--- config.mk ---
export PLATFORM = sky130hd
export DESIGN_NAME = llcp_gt_parse_and_negotiate
export DESIGN_NICKNAME = d
export VERILOG_FILES = /design/src/design/llcpgt_pkg.sv /design/src/design/llcp_gt_parse_and_negotiate.sv
export SDC_FILE = /design/constraint.sdc
export NUM_CORES = 1
export LEC_CHECK = 0
export BUFFER_PORTS_ARGS = -buffer_cell sky130_fd_sc_hd__buf_2
export CAP_MARGIN = 10
export CORE_MARGIN = 5
export CORE_UTILIZATION = 50
export CTS_BUF_LIST = sky130_fd_sc_hd__clkbuf_4
export CTS_CLUSTER_SIZE = 10
export DETAILED_ROUTE_END_ITERATION = 6
export HOLD_SLACK_MARGIN = 0.02
export PLACE_DENSITY = 0.78
export SLEW_MARGIN = 10
export SYNTH_ARGS = -nofsm -noshare
export SYNTH_HDL_FRONTEND = slang
export SYNTH_SLANG_ARGS = --single-unit
--- constraint.sdc ---
create_clock -name clk -period 19.05 [get_ports clk]
set_input_delay 1.905 -clock clk [delete_from_list [all_inputs] [get_ports clk]]
set_output_delay 1.905 -clock clk [all_outputs]
set_load 0.05 [all_outputs]
--- src/design/llcpgt_pkg.sv ---
// Package for the LLCP general-bytes parser and negotiator.
// Holds the magic and entry type codes, defaults, register map and shared types.
// No dependencies.
package llcpgt_pkg;

  // Magic number that opens every general-bytes stream.
  localparam logic [7:0] MAGIC_0 = 8'h46;
  localparam logic [7:0] MAGIC_1 = 8'h66;
  localparam logic [7:0] MAGIC_2 = 8'h6D;

  // Entry type codes.
  localparam logic [7:0] TYPE_VERSION = 8'd1;
  localparam logic [7:0] TYPE_MIUX    = 8'd2;
  localparam logic [7:0] TYPE_WKS     = 8'd3;
  localparam logic [7:0] TYPE_LTO     = 8'd4;
  localparam logic [7:0] TYPE_RW      = 8'd5;

  // Defaults, used for the remote side and for the local registers at reset.
  localparam logic [3:0]  DEF_VER  = 4'd1;
  localparam logic [11:0] DEF_MIU  = 12'd248;
  localparam logic [15:0] DEF_WKS  = 16'h0013;
  localparam logic [11:0] DEF_LTO  = 12'd1000;
  localparam logic [3:0]  DEF_RW   = 4'd4;
  localparam logic [11:0] MIU_BASE = 12'd128;

  // Status codes.
  localparam logic [1:0] STATUS_OK        = 2'd0;
  localparam logic [1:0] STATUS_SHORT     = 2'd1;
  localparam logic [1:0] STATUS_BAD_MAGIC = 2'd2;

  // Register map: index is the byte address divided by four.
  localparam int unsigned CFG_ADDR_W = 5;
  localparam logic [2:0] REG_VER_MAJOR = 3'd0;
  localparam logic [2:0] REG_VER_MINOR = 3'd1;
  localparam logic [2:0] REG_MIU       = 3'd2;
  localparam logic [2:0] REG_WKS       = 3'd3;
  localparam logic [2:0] REG_LTO       = 3'd4;
  localparam logic [2:0] REG_RW        = 3'd5;

  // Parser phase.
  typedef enum logic [2:0] {
    PH_M0,
    PH_M1,
    PH_M2,
    PH_TYPE,
    PH_LEN,
    PH_VAL,
    PH_SKIP
  } phase_t;

  // One result word.
  typedef struct packed {
    logic [1:0]  status;
    logic [3:0]  neg_version_major;
    logic [3:0]  neg_version_minor;
    logic [11:0] neg_miu;
    logic [15:0] neg_wks;
    logic [11:0] neg_lto_ms;
    logic [3:0]  neg_rw;
    logic [7:0]  remote_version;
    logic [11:0] remote_miu;
    logic [15:0] remote_wks;
    logic [11:0] remote_lto_ms;
    logic [3:0]  remote_rw;
  } result_t;

endpackage

--- src/design/llcp_gt_parse_and_negotiate.sv ---
// Top level of the LLCP general-bytes parser and parameter negotiator.
// Depends on llcpgt_pkg for codes, defaults and the result type.

// The block takes one stream byte per clock cycle while in_stall is low, and
// registers one result word when the byte flagged last_byte is accepted; bytes
// without the flag produce nothing. All parsing and negotiation for a byte is
// combinational between accepting the byte and loading the result register, so
// the sustained rate is one byte per cycle while in_stall is low. A two-word
// output register with a skid stage lets input bytes flow while a finished
// result waits; in_stall rises only when both output words are occupied. After
// every last byte the parser and the remote values return to their defaults.
// The local registers sit on an APB-style port at byte addresses 0 to 20 and
// should be written only while no stream is in progress.
module llcp_gt_parse_and_negotiate
  import llcpgt_pkg::*;
(
  input  logic                  clk,
  input  logic                  rst,
  // Configuration port
  input  logic                  psel,
  input  logic                  penable,
  input  logic                  pwrite,
  input  logic [CFG_ADDR_W-1:0] paddr,
  input  logic [31:0]           pwdata,
  output logic [31:0]           prdata,
  output logic                  pready,
  // Input byte stream
  input  logic                  in_valid,
  output logic                  in_stall,
  input  logic [7:0]            data_byte,
  input  logic                  last_byte,
  // Result channel
  output logic                  out_valid,
  input  logic                  out_stall,
  output logic [1:0]            status,
  output logic [3:0]            neg_version_major,
  output logic [3:0]            neg_version_minor,
  output logic [11:0]           neg_miu,
  output logic [15:0]           neg_wks,
  output logic [11:0]           neg_lto_ms,
  output logic [3:0]            neg_rw,
  output logic [7:0]            remote_version,
  output logic [11:0]           remote_miu,
  output logic [15:0]           remote_wks,
  output logic [11:0]           remote_lto_ms,
  output logic [3:0]            remote_rw
);

  // Local registers.
  logic [3:0]  local_version_major;
  logic [3:0]  local_version_minor;
  logic [11:0] local_miu;
  logic [15:0] local_wks;
  logic [11:0] local_lto_ms;
  logic [3:0]  local_rw;

  // Parser and remote state.
  phase_t      phase, phase_next;
  logic [1:0]  bytes_seen, bytes_seen_next;
  logic        magic_good, magic_good_next;
  logic [7:0]  entry_type, entry_type_next;
  logic [7:0]  entry_length, entry_length_next;
  logic [7:0]  value_count, value_count_next;
  logic [7:0]  value_first, value_first_next;
  logic [7:0]  value_second, value_second_next;
  logic [3:0]  rem_major, rem_major_next;
  logic [3:0]  rem_minor, rem_minor_next;
  logic [11:0] rem_miu, rem_miu_next;
  logic [15:0] rem_wks, rem_wks_next;
  logic [11:0] rem_lto, rem_lto_next;
  logic [3:0]  rem_window, rem_window_next;

  // Output register and skid stage.
  result_t     out_data, skid_data, result;
  logic        skid_valid;

  logic        in_accept;
  logic        res_load;
  logic [2:0]  cfg_index;
  logic        cfg_write;
  logic [7:0]  count_inc;

  assign in_stall  = skid_valid;
  assign in_accept = in_valid & ~in_stall;
  assign res_load  = in_accept & last_byte;

  // Configuration port: always ready, word addressed.
  assign pready    = 1'b1;
  assign cfg_index = paddr[CFG_ADDR_W-1:2];
  assign cfg_write = psel & penable & pwrite & pready;

  always_ff @(posedge clk) begin
    if (rst) begin
      local_version_major <= DEF_VER;
      local_version_minor <= DEF_VER;
      local_miu           <= DEF_MIU;
      local_wks           <= DEF_WKS;
      local_lto_ms        <= DEF_LTO;
      local_rw            <= DEF_RW;
    end else if (cfg_write) begin
      case (cfg_index)
        REG_VER_MAJOR: local_version_major <= pwdata[3:0];
        REG_VER_MINOR: local_version_minor <= pwdata[3:0];
        REG_MIU:       local_miu           <= pwdata[11:0];
        REG_WKS:       local_wks           <= pwdata[15:0];
        REG_LTO:       local_lto_ms        <= pwdata[11:0];
        REG_RW:        local_rw            <= pwdata[3:0];
        default: ;
      endcase
    end
  end

  // Register read-back.
  always_comb begin
    case (cfg_index)
      REG_VER_MAJOR: prdata = {28'd0, local_version_major};
      REG_VER_MINOR: prdata = {28'd0, local_version_minor};
      REG_MIU:       prdata = {20'd0, local_miu};
      REG_WKS:       prdata = {16'd0, local_wks};
      REG_LTO:       prdata = {20'd0, local_lto_ms};
      REG_RW:        prdata = {28'd0, local_rw};
      default:       prdata = 32'd0;
    endcase
  end

  assign count_inc = value_count + 8'd1;

  // Parser: next state for the accepted byte, including a completed entry.
  always_comb begin
    phase_next        = phase;
    bytes_seen_next   = bytes_seen;
    magic_good_next   = magic_good;
    entry_type_next   = entry_type;
    entry_length_next = entry_length;
    value_count_next  = value_count;
    value_first_next  = value_first;
    value_second_next = value_second;
    rem_major_next    = rem_major;
    rem_minor_next    = rem_minor;
    rem_miu_next      = rem_miu;
    rem_wks_next      = rem_wks;
    rem_lto_next      = rem_lto;
    rem_window_next   = rem_window;
    if (in_accept) begin
      if (bytes_seen != 2'd3) begin
        bytes_seen_next = bytes_seen + 2'd1;
      end
      case (phase)
        PH_M0: begin
          if (data_byte != MAGIC_0) magic_good_next = 1'b0;
          phase_next = PH_M1;
        end
        PH_M1: begin
          if (data_byte != MAGIC_1) magic_good_next = 1'b0;
          phase_next = PH_M2;
        end
        PH_M2: begin
          magic_good_next = magic_good & (data_byte == MAGIC_2);
          phase_next      = magic_good_next ? PH_TYPE : PH_SKIP;
        end
        PH_TYPE: begin
          entry_type_next = data_byte;
          phase_next      = PH_LEN;
        end
        PH_LEN: begin
          entry_length_next = data_byte;
          value_count_next  = 8'd0;
          value_first_next  = 8'd0;
          value_second_next = 8'd0;
          phase_next        = (data_byte == 8'd0) ? PH_TYPE : PH_VAL;
        end
        PH_VAL: begin
          if (value_count == 8'd0) begin
            value_first_next = data_byte;
          end else if (value_count == 8'd1) begin
            value_second_next = data_byte;
          end
          value_count_next = count_inc;
          // A complete entry updates the matching remote value.
          if (count_inc == entry_length) begin
            phase_next = PH_TYPE;
            case (entry_type)
              TYPE_VERSION: begin
                rem_major_next = value_first_next[7:4];
                rem_minor_next = value_first_next[3:0];
              end
              TYPE_MIUX: begin
                if (entry_length >= 8'd2) begin
                  rem_miu_next = MIU_BASE +
                                 {1'b0, value_first_next[2:0], value_second_next};
                end
              end
              TYPE_WKS: begin
                if (entry_length >= 8'd2) begin
                  rem_wks_next = {value_first_next, value_second_next};
                end
              end
              TYPE_LTO: begin
                // Times ten as eight plus two.
                rem_lto_next = {1'b0, value_first_next, 3'd0} +
                               {3'd0, value_first_next, 1'b0};
              end
              TYPE_RW: rem_window_next = value_first_next[3:0];
              default: ;
            endcase
          end
        end
        default: ;
      endcase
    end
  end

  // Result word from the state after the last byte.
  always_comb begin
    if (bytes_seen_next != 2'd3) begin
      result.status = STATUS_SHORT;
    end else if (magic_good_next) begin
      result.status = STATUS_OK;
    end else begin
      result.status = STATUS_BAD_MAGIC;
    end
    result.neg_version_major = (local_version_major < rem_major_next) ?
                               local_version_major : rem_major_next;
    if (local_version_major == rem_major_next) begin
      result.neg_version_minor = (local_version_minor < rem_minor_next) ?
                                 local_version_minor : rem_minor_next;
    end else begin
      result.neg_version_minor = 4'd0;
    end
    result.neg_miu        = (local_miu < rem_miu_next) ? local_miu : rem_miu_next;
    result.neg_wks        = local_wks & rem_wks_next;
    result.neg_lto_ms     = (local_lto_ms < rem_lto_next) ? local_lto_ms : rem_lto_next;
    result.neg_rw         = (local_rw < rem_window_next) ? local_rw : rem_window_next;
    result.remote_version = {rem_major_next, rem_minor_next};
    result.remote_miu     = rem_miu_next;
    result.remote_wks     = rem_wks_next;
    result.remote_lto_ms  = rem_lto_next;
    result.remote_rw      = rem_window_next;
  end

  // State registers; a last byte restarts the parser for the next stream.
  always_ff @(posedge clk) begin
    if (rst || res_load) begin
      phase        <= PH_M0;
      bytes_seen   <= 2'd0;
      magic_good   <= 1'b1;
      entry_type   <= 8'd0;
      entry_length <= 8'd0;
      value_count  <= 8'd0;
      value_first  <= 8'd0;
      value_second <= 8'd0;
      rem_major    <= DEF_VER;
      rem_minor    <= DEF_VER;
      rem_miu      <= DEF_MIU;
      rem_wks      <= DEF_WKS;
      rem_lto      <= DEF_LTO;
      rem_window   <= DEF_RW;
    end else begin
      phase        <= phase_next;
      bytes_seen   <= bytes_seen_next;
      magic_good   <= magic_good_next;
      entry_type   <= entry_type_next;
      entry_length <= entry_length_next;
      value_count  <= value_count_next;
      value_first  <= value_first_next;
      value_second <= value_second_next;
      rem_major    <= rem_major_next;
      rem_minor    <= rem_minor_next;
      rem_miu      <= rem_miu_next;
      rem_wks      <= rem_wks_next;
      rem_lto      <= rem_lto_next;
      rem_window   <= rem_window_next;
    end
  end

  // Output register with a skid stage behind it.
  always_ff @(posedge clk) begin
    if (rst) begin
      out_valid  <= 1'b0;
      skid_valid <= 1'b0;
    end else if (!out_valid || !out_stall) begin
      if (skid_valid) begin
        out_valid  <= 1'b1;
        skid_valid <= 1'b0;
      end else begin
        out_valid <= res_load;
      end
    end else if (res_load) begin
      skid_valid <= 1'b1;
    end
  end

  always_ff @(posedge clk) begin
    if (!out_valid || !out_stall) begin
      if (skid_valid) begin
        out_data <= skid_data;
      end else if (res_load) begin
        out_data <= result;
      end
    end else if (res_load) begin
      skid_data <= result;
    end
  end

  assign status            = out_data.status;
  assign neg_version_major = out_data.neg_version_major;
  assign neg_version_minor = out_data.neg_version_minor;
  assign neg_miu           = out_data.neg_miu;
  assign neg_wks           = out_data.neg_wks;
  assign neg_lto_ms        = out_data.neg_lto_ms;
  assign neg_rw            = out_data.neg_rw;
  assign remote_version    = out_data.remote_version;
  assign remote_miu        = out_data.remote_miu;
  assign remote_wks        = out_data.remote_wks;
  assign remote_lto_ms     = out_data.remote_lto_ms;
  assign remote_rw         = out_data.remote_rw;

  // The skid stage is only ever filled behind a full output register.
  a_skid_behind_out: assert property (@(posedge clk) disable iff (rst)
    skid_valid |-> out_valid)
    else $error("skid stage holds a word while the output register is empty");

  // After an accepted last byte the output register is always valid in the next cycle.
  a_last_gives_result: assert property (@(posedge clk) disable iff (rst)
    res_load |=> out_valid)
    else $error("last byte accepted but no result presented");

  // The parser restarts after every last byte.
  a_restart_after_last: assert property (@(posedge clk) disable iff (rst)
    res_load |=> (phase == PH_M0) && (bytes_seen == 2'd0) && magic_good)
    else $error("parser did not restart after the last byte");

  // The status code never takes the unused value.
  a_status_legal: assert property (@(posedge clk) disable iff (rst)
    out_valid |-> (status == STATUS_OK) || (status == STATUS_SHORT) ||
                  (status == STATUS_BAD_MAGIC))
    else $error("illegal status code");

endmodule

* After elaboration in Yosys (flattened, before gate mapping)
Index checks and enable logic that the tools add are counted.
** Word-level totals
- Register bits :: 364
- Latch bits :: 0
- RAM bits :: 0
- Bits in read-only memories :: 0
- Input bits :: 53
- Output and inout port bits :: 141
- Logic and storage cells :: 170
- Memories kept :: 0
** Operators by class
- Add/sub/neg operators :: 4
- Multipliers :: 0
- Div/mod/pow operators :: 0
- Order comparisons :: 6
- Equality and inequality tests :: 24
- Shift-type cells :: 0
- Muxes and demuxes :: 58
- Bitwise operators :: 8
- Reduce and logical (&&, ||, !) cells :: 24
** Operator list (count)
- 106-bit two-way mux :: 2
- 12-bit two-way mux :: 11
- 16-bit case mux with 6 select lines :: 1
- 16-bit two-way mux :: 5
- 4-bit two-way mux :: 16
- 8-bit two-way mux :: 7
- 8-bit case mux with 2 select lines :: 3
- 12-bit less-than comparator :: 2
- 2-bit AND reduction :: 11
- 3-bit case mux with 6 select lines :: 1
- 16-bit bitwise AND :: 1
- 8-bit by 1-bit == test with 1-bit output (second input constant) :: 2
- 8-bit by 2-bit == test with 1-bit output (second input constant) :: 2
- 8-bit by 3-bit == test with 1-bit output (second input constant) :: 2
- 8-bit logical NOT :: 2
- 8-bit by 7-bit != test with 1-bit output (second input constant) :: 2
- 11-bit by 9-bit adder with 12-bit output :: 1
- 8-bit by 11-bit adder with 12-bit output (first input constant) :: 1
- 3-bit by 2-bit == test with 1-bit output (second input constant) :: 4
- 3-bit == test (second input constant) :: 4
- 4-bit less-than comparator :: 3
- 3-bit two-way mux :: 3
- 8-bit by 1-bit adder with 8-bit output (second input constant) :: 1
- 8-bit by 7-bit == test with 1-bit output (second input constant) :: 1
- 18 further kinds :: 36

* Logic depth before layout (Yosys ltp)
Gate-level depths: netlist (run 1).
- Word-level depth :: 15
- Depth in mapped cells :: 24

* Worst setup path before layout (run 1)
Ideal clock, no wire load.
- Path type :: input to register
- Start point :: input port in_valid
- End point :: register out_data, in the netlist neg_lto_ms[0], enable pin
- Setup time :: 606 ps
- Data arrival time :: 7130 ps
- Required time :: 18444 ps
- Slack :: 11314 ps
- Stages on the path :: 2
- Path buffers :: 0
- Cell sequence :: a21oi_1 a21oi_1
** Between the ends
- Longest elaborated chain between the ends :: 4
** RTL lines
- start, declared :: RTL line llcp_gt_parse_and_negotiate.sv:28 : input logic in_valid,
- 1-bit bitwise AND :: RTL line llcp_gt_parse_and_negotiate.sv:84 : assign in_accept = in_valid & ~in_stall;
- 1-bit bitwise AND :: RTL line llcp_gt_parse_and_negotiate.sv:85 : assign res_load = in_accept & last_byte;
- 2-bit nonzero test (no line)
- 2-bit AND reduction (no line)
- end signal, assigned :: RTL line llcp_gt_parse_and_negotiate.sv:296 : out_data <= skid_data;
- end signal, assigned :: RTL line llcp_gt_parse_and_negotiate.sv:298 : out_data <= result;
- end, declared :: RTL line llcp_gt_parse_and_negotiate.sv:74 : result_t out_data, skid_data, result;
Every way passes these cells.
A chain may end at the register's enable or synchronous reset.

==> results of run 1 <==
[cell type report]
| type | count | share of cell area |
|---|---|---|
| multi-input combinational | 923 | 0.338 |
| antenna | 3 | 0.000400 |
| inverter | 74 | 0.0148 |
| sequential | 364 | 0.502 |
| clock inverter | 38 | 0.0127 |
| clock buffer | 135 | 0.0540 |
| timing repair buffer | 174 | 0.0486 |
| tap | 442 | 0.0295 |
[how the worst min path moves through the flow]
stage,from,end,slack (ns),depth (start not counted)
finish,local_wks[13]$_SDFFE_PP0P_,local_wks[13]$_SDFFE_PP0P_,0.47,2
global route,local_wks[12]$_SDFFE_PP0P_,local_wks[12]$_SDFFE_PP0P_,0.50,2
CTS,local_wks[13]$_SDFFE_PP0P_,local_wks[13]$_SDFFE_PP0P_,0.47,2
detailed placement,local_wks[13]$_SDFFE_PP0P_,local_wks[13]$_SDFFE_PP0P_,0.46,2
global placement,local_wks[12]$_SDFFE_PP0P_,local_wks[12]$_SDFFE_PP0P_,0.46,2
floorplan,local_wks[2]$_SDFFE_PP0P_,local_wks[2]$_SDFFE_PP0P_,0.44,2
[power groups by stage]
| stage | Sequential [mW] | Clock, mW | Combinational (mW) |
|---|---|---|---|
| 3_5_place_dp | 0.859 | 0 | 0.106 |
| 5_1_grt | 0.842 | 0.750 | 0.113 |
| 6_report | 0.841 | 0.691 | 0.106 |
| 2_1_floorplan | 0.883 | 0 | 0.0566 |
| 4_1_cts | 0.841 | 0.707 | 0.106 |
| 3_3_place_gp | 0.858 | 0 | 0.104 |
[cell usage after synthesis (all sizes together) (14+ instances only)]
master	number
mux2i	74
a21oi	56
and2	14
buf	30
nand2	170
dfxtp	152
o21ai	79
edfxtp	212
ha	41
a22oi	22
mux2	117
inv	74
a211o	15
nor2	131
clkbuf	63
[worst max-delay path, stage by stage, from the launching register on]
cell      delay (ns)
dfxtp_1         0.43
nor4_1          0.55
nand2_1         0.63
mux2_2          0.60
ha_1            0.23
ha_1            0.20
a21oi_1         0.05
nand4b_1        0.18
a31oi_1         0.33
nor2_1          0.09
xor2_1          0.17
o21ai_0         0.50
inv_1           0.18
ha_1            0.34
nand4_1         0.09
a211o_1         0.24
a41o_1          0.21
o211ai_1        0.32
buf_4           0.31
mux2_2          0.37
mux2_2          0.27
[kinds of logic after synthesis]
family,after synthesis
AO/OA/AOI/OAI,237
XOR/XNOR,23
adder cells (fa/ha/maj),42
buffers and inverters,167
flip-flops,364
multiplexers,191
other,2
AND/OR/NAND/NOR,413
[state kept, by name, indices dropped and copies added (netlist names), 16 cells and up]
signal,count
remote_wks,16
skid_data,106
local_wks,16
rem_wks,16
neg_wks,16
[routing by layer]
metal  vias to the layer above  GRT usage  wire length (um)
met5                         -          0                11
met4                         2      0.101              1450
met3                        93     0.0382              3020
met2                       507      0.351             19000
met1                      5650      0.304             17500
li1                       5557          -                 -
==> flow_summary.ini, run 1 <==
[route]
vias = 11809
drt-pass1-iter-count = 6
wire_per_inst_um = 19.0
ant_nets = 0
drt-total-wl_um = 41000
drc_errors = 0
dr.first_iter.drc_count = 1083
avgViaCountPerCell = 5.48

[final_layout]
design_area_um2 = 18800
most-common-layout-cells = 212 x edfxtp_1, 170 x nand2_1, 158 x buf_2
final-seq-area_um2 = 9410
final_common_cell = edfxtp_1
final_cells = 2153
drive_above_1_share = 0.280
synthToLayoutAreaGrowth_pct = 14.5
nets = 1724
utilization = 0.578
multi_input_area_um2 = 6340
nFillCells = 2707

[sta]
finalWorstPathRequiredPeriod_ns = 6.60
fin_hold_ws_ns = 0.465
slew_headroom = 0.239
setup_violations = 0
worst_slack_ns = 12.45
final_max_slew_viol_count = 0
fin_crit_sh = 0.346
rsz0062_at_grt = false
tns_ns = 0
hold_viol_final = 0
tightest_slew_ns = 1.14
fin_skew_ns = 0.0671
max_freq_mhz = 152

[logic_synthesis]
yosys.area_share.simple = 0.116
synth_top_family_by_area = multiplexers
synth.ff_latch_count = 364
yosysWarnings = 0
synth-compound-area-share = 0.0915
muxShareOfSynthArea = 0.129
ys_top_cells_by_area = edfxtp_1 39%, dfxtp_1 19%, mux2_2 7.5%
ys_seq_area_frac = 0.574
async_reset_ff_frac = 0
syn_area_per_cell_um2 = 11.4
synth_flop_cell = edfxtp_1
synth-edff-count = 212
ys_types = 70
netlist.top_cell.by_area = edfxtp_1
synth_top_area_frac = 0.389
synth_cells = 1439
syn_area_um2 = 16400
synth_fa_ha_area_frac = 0.0319
synth-xor-area-share = 0.0123

[pwr]
clockPowerShare = 0.422
power.switching_mw = 0.407
ir_worst_vdd_uv = 45.5
p_comb_frac = 0.065
swShare = 0.248
total_power_mw = 1.64
intPower_mw = 1.23
p_leak_nw = 7.35
seqPwrFrac = 0.513
power.density_nw_per_um2 = 87.4

[clock_network]
cts_tree = done
cts_resized = 0
clock_latency_ns = 0.78
cts_buffers = 93
cts_root_buf = clkbuf_4
cts_hold_buf = 0
htree_levels = 3
clk_transition_reported_paths_ns = 0.07
post_cts_buffers = 0
cts_sinks = 364
clockBufferDepth = 3

[placement]
place_hpwl_um = 27600
gp_congestion = 0.922
place_ws_ns = 11.79
dpl_cell_area_um2 = 17500
place.port_buffers = 158
dp.cells = 1977

[worst_setup_path]
r2r.worst_path.cells = 20
r2r-end = neg_lto_ms[6]$_DFFE_PP_
critical_path_class = flip-flop to flip-flop
r2r_slack_ns = 12.45
cp.required_ns = 19.53
cp-startpoint = value_count[3]$_SDFFE_PP0P_
crit_path_start_kind = flip-flop
path_max_fanout = 20
endpoint = neg_lto_ms[6]$_DFFE_PP_
cp-end-kind = flip-flop
worstPathArrival_ns = 7.08
r2r-start = value_count[3]$_SDFFE_PP0P_

[floorplan]
die_x_um = 191
core_area_um2 = 32500
dieArea_um2 = 36500
start_util = 0.505
num_rows = 66
dieHeight_um = 191
io-pin-count = 194

[grt]
grt_pass1_wl_um = 63800
first_global_vias = 11602
grt_max_degree = 97
grt_usage = 0.223
antenna_found_initial = 4
overflow = 0

[worst_hold_path]
min_path_type = flip-flop to flip-flop

[run]
drv_cap = 0

[outcome]
status = completed
No activity file was read; power rests on OpenSTA's default activity.
==> run 2, diff against run 1 <==
--- a/config.mk
+++ b/config.mk
@@ -5,6 +5,7 @@
 export SDC_FILE = /design/constraint.sdc
 export NUM_CORES = 1
 export LEC_CHECK = 0
+export ABC_AREA = 1
 export BUFFER_PORTS_ARGS = -buffer_cell sky130_fd_sc_hd__buf_2
 export CAP_MARGIN = 10
 export CORE_MARGIN = 5
@@ -13,7 +14,7 @@
 export CTS_CLUSTER_SIZE = 10
 export DETAILED_ROUTE_END_ITERATION = 6
 export HOLD_SLACK_MARGIN = 0.02
-export PLACE_DENSITY = 0.78
+export PLACE_DENSITY = 0.81
 export SLEW_MARGIN = 10
 export SYNTH_ARGS = -nofsm -noshare
 export SYNTH_HDL_FRONTEND = slang
==> constraint.sdc (replaced) <==
create_clock -name clk -period 5.9 [get_ports clk]
set_input_delay 0.59 -clock clk [delete_from_list [all_inputs] [get_ports clk]]
set_output_delay 0.59 -clock clk [all_outputs]
set_load 0.05 [all_outputs]
==> run 2 against run 1 <==
  * Final area up 0.45%
  * Combinational power rose to 3.9 times the previous value
  * Non-clock buffer count grew 10
  * Sequential share of layout area down 0.21 points
  * First-iteration DRC count is 5.8% higher
  * Total power rose to 3.2 times the previous value
  * Core utilization rose by 0.26 points
  * Worst hold slack got worse by 0.29 ns
  * Critical path depth increased by 5
  * Count of clock-buffer cells in the layout is 14 higher
  * Final cell count up 18%
  * Wire length rose by 5.6%
==> flow_summary.ini, run 2 <==
[outcome]
status = completed

[clock_network]
cts_hold_buf = 0
cts_resized = 0
cts_root_buf = clkbuf_4
clock_latency_ns = 0.74
post_cts_buffers = 0
cts_sinks = 364
cts_buffers = 92
clockBufferDepth = 3
clk_transition_reported_paths_ns = 0.07
cts_tree = done
htree_levels = 3

[grt]
first_global_vias = 13094
grt_max_degree = 86
overflow = 0
grt_pass1_wl_um = 67100
antenna_found_initial = 3
grt_usage = 0.233

[worst_setup_path]
critical_path_class = flip-flop to flip-flop
path_max_fanout = 16
crit_path_start_kind = flip-flop
cp-end-kind = flip-flop
worstPathArrival_ns = 5.39
cp.required_ns = 6.46

[logic_synthesis]
synth.ff_latch_count = 364
synth_cells = 1812
synth_top_area_frac = 0.388
syn_area_um2 = 16400
yosysWarnings = 0
synth-edff-count = 212
ys_seq_area_frac = 0.573
synth.most_common_cell = nand2_1
ys_types = 49
async_reset_ff_frac = 0
syn_area_per_cell_um2 = 9.06
synth_flop_cell = edfxtp_1
synthTopCellsByCount = 448 x nand2_1, 212 x edfxtp_1, 207 x inv_1
netlist.top_cell.by_area = edfxtp_1
ys_top_cells_by_area = edfxtp_1 39%, dfxtp_1 19%, nand2_1 10%

[route]
drt-total-wl_um = 43300
wire_per_inst_um = 17.0
drc_errors = 0
dr.first_iter.drc_count = 1146
drt-pass1-iter-count = 6
vias = 13517
avgViaCountPerCell = 5.31
ant_nets = 0

[final_layout]
drive_above_1_share = 0.211
nets = 2116
regMostFlops = skid_data
most-common-layout-cells = 447 x nand2_1, 212 x edfxtp_1, 207 x inv_1
largest_reg_flops = 106
synthToLayoutAreaGrowth_pct = 14.8
final_common_cell = nand2_1
final_cells = 2546
design_area_um2 = 18800

[sta]
hold_viol_final = 0
fin_crit_sh = 0.819
tightest_slew_ns = 1.22
fin_hold_ws_ns = 0.171
setup_violations = 0
slew_headroom = 0.182
rsz0062_at_grt = false
finalWorstPathRequiredPeriod_ns = 4.83
tns_ns = 0
worst_slack_ns = 1.07
final_max_slew_viol_count = 0
fin_skew_ns = 0.0555
max_freq_mhz = 207

[placement]
place.port_buffers = 158
gp_congestion = 0.910
dp.cells = 2370
place_ws_ns = 1.25
place_hpwl_um = 30400
dpl_cell_area_um2 = 17600

[floorplan]
dieArea_um2 = 36500
dieHeight_um = 191
num_rows = 66
start_util = 0.506
io-pin-count = 194
core_area_um2 = 32500
die_x_um = 191

[worst_hold_path]
min_path_type = input port to flip-flop

[pwr]
ir_worst_vdd_uv = 121
power.density_nw_per_um2 = 281
p_leak_nw = 7.85

[run]
drv_cap = 0
-- run 2: cell count changes in the layout (fill, tap and decap cells not counted), sizes merged, moves of 14 or more --
cell	previous run	this run
mux2i	74	0
o21ai	79	190
and2	14	28
nand3	12	95
clkbuf	135	149
inv	76	227
a211o	15	0
a21oi	56	106
a22oi	22	0
mux2	117	0
nand2	170	464
-- run 2: cell families (layout without fill, tap and decap cells) --
family	Yosys count	in the layout	synth area share
adder cells (fa/ha/maj)	41	41	0.0313
flip-flops	364	364	0.573
AO/OA/AOI/OAI	332	332	0.115
AND/OR/NAND/NOR	757	757	0.199
other	2	20	0.000458
buffers and inverters	311	585	0.0784
XOR/XNOR	5	5	0.00267
-- run 2: final cells by class --
class | count | area (um2)
clock buffer | 149 | 1120
antenna | 3 | 7.51
inverter | 228 | 861
fill | 2737 | 13600
tap | 442 | 553
multi-input combinational | 1152 | 5800
clock inverter | 24 | 96.3
timing repair buffer | 184 | 986
sequential | 364 | 9410
-- run 2: path summary, 6_finish.rpt --
path,cells after the start,to,slack (ns),from
worst max register to register,25,neg_lto_ms[3]$_DFFE_PP_,1.07,value_count[0]$_SDFFE_PP0P_
worst max-delay path,25,neg_lto_ms[3]$_DFFE_PP_,1.07,value_count[0]$_SDFFE_PP0P_
worst min register to register,2,value_second[4]$_SDFFE_PP0P_,0.46,value_second[4]$_SDFFE_PP0P_
worst min-delay path,3,local_wks[13]$_SDFFE_PP0P_,0.17,pwdata[13]
-- run 2: per-stage QoR --
step                       util  total power, mW
final                     0.580             5.30
after global routing      0.580             5.51
after global placement    0.543             3.19
after detailed placement  0.543             3.20
after floorplan               -             3.10
after CTS                 0.580             5.34
-- run 2: worst max-delay path, stage by stage (launching register included) --
cell and delay [ns]:
dfxtp_1 0.48, inv_2 0.12, ha_1 0.24, nand2_4 0.20, inv_1 0.11, or2_2 0.27
o21ai_0 0.17, inv_1 0.23, ha_1 0.35, a21oi_1 0.14, inv_1 0.07, a21oi_1 0.20
nand2_1 0.07, nand2_1 0.08, nand3_1 0.10, o21ai_2 0.09, inv_2 0.09, ha_1 0.30
a21oi_1 0.15, nor2_1 0.06, a2111oi_2 0.33, buf_4 0.26, nand2_2 0.17, nand2_1 0.15
nand3_1 0.10, nand2_1 0.10
-- run 2: metal layers --
layer  track usage  vias to the layer above  part of all wire
li1              -                     6483                 -
met1         0.293                     6262              0.40
met2         0.381                      631              0.47
met3        0.0504                      139             0.086
met4         0.117                        2             0.046
met5             0                        -           0.00016
-- run 2: report_power, final --
group	internal [mW]	total, mW	leakage [nW]	switching, mW
logic	0.0870	0.414	3.99	0.327
clock network	1.14	2.15	0.734	1.01
registers	2.72	2.73	3.13	0.0143
total	3.95	5.30	7.85	1.35
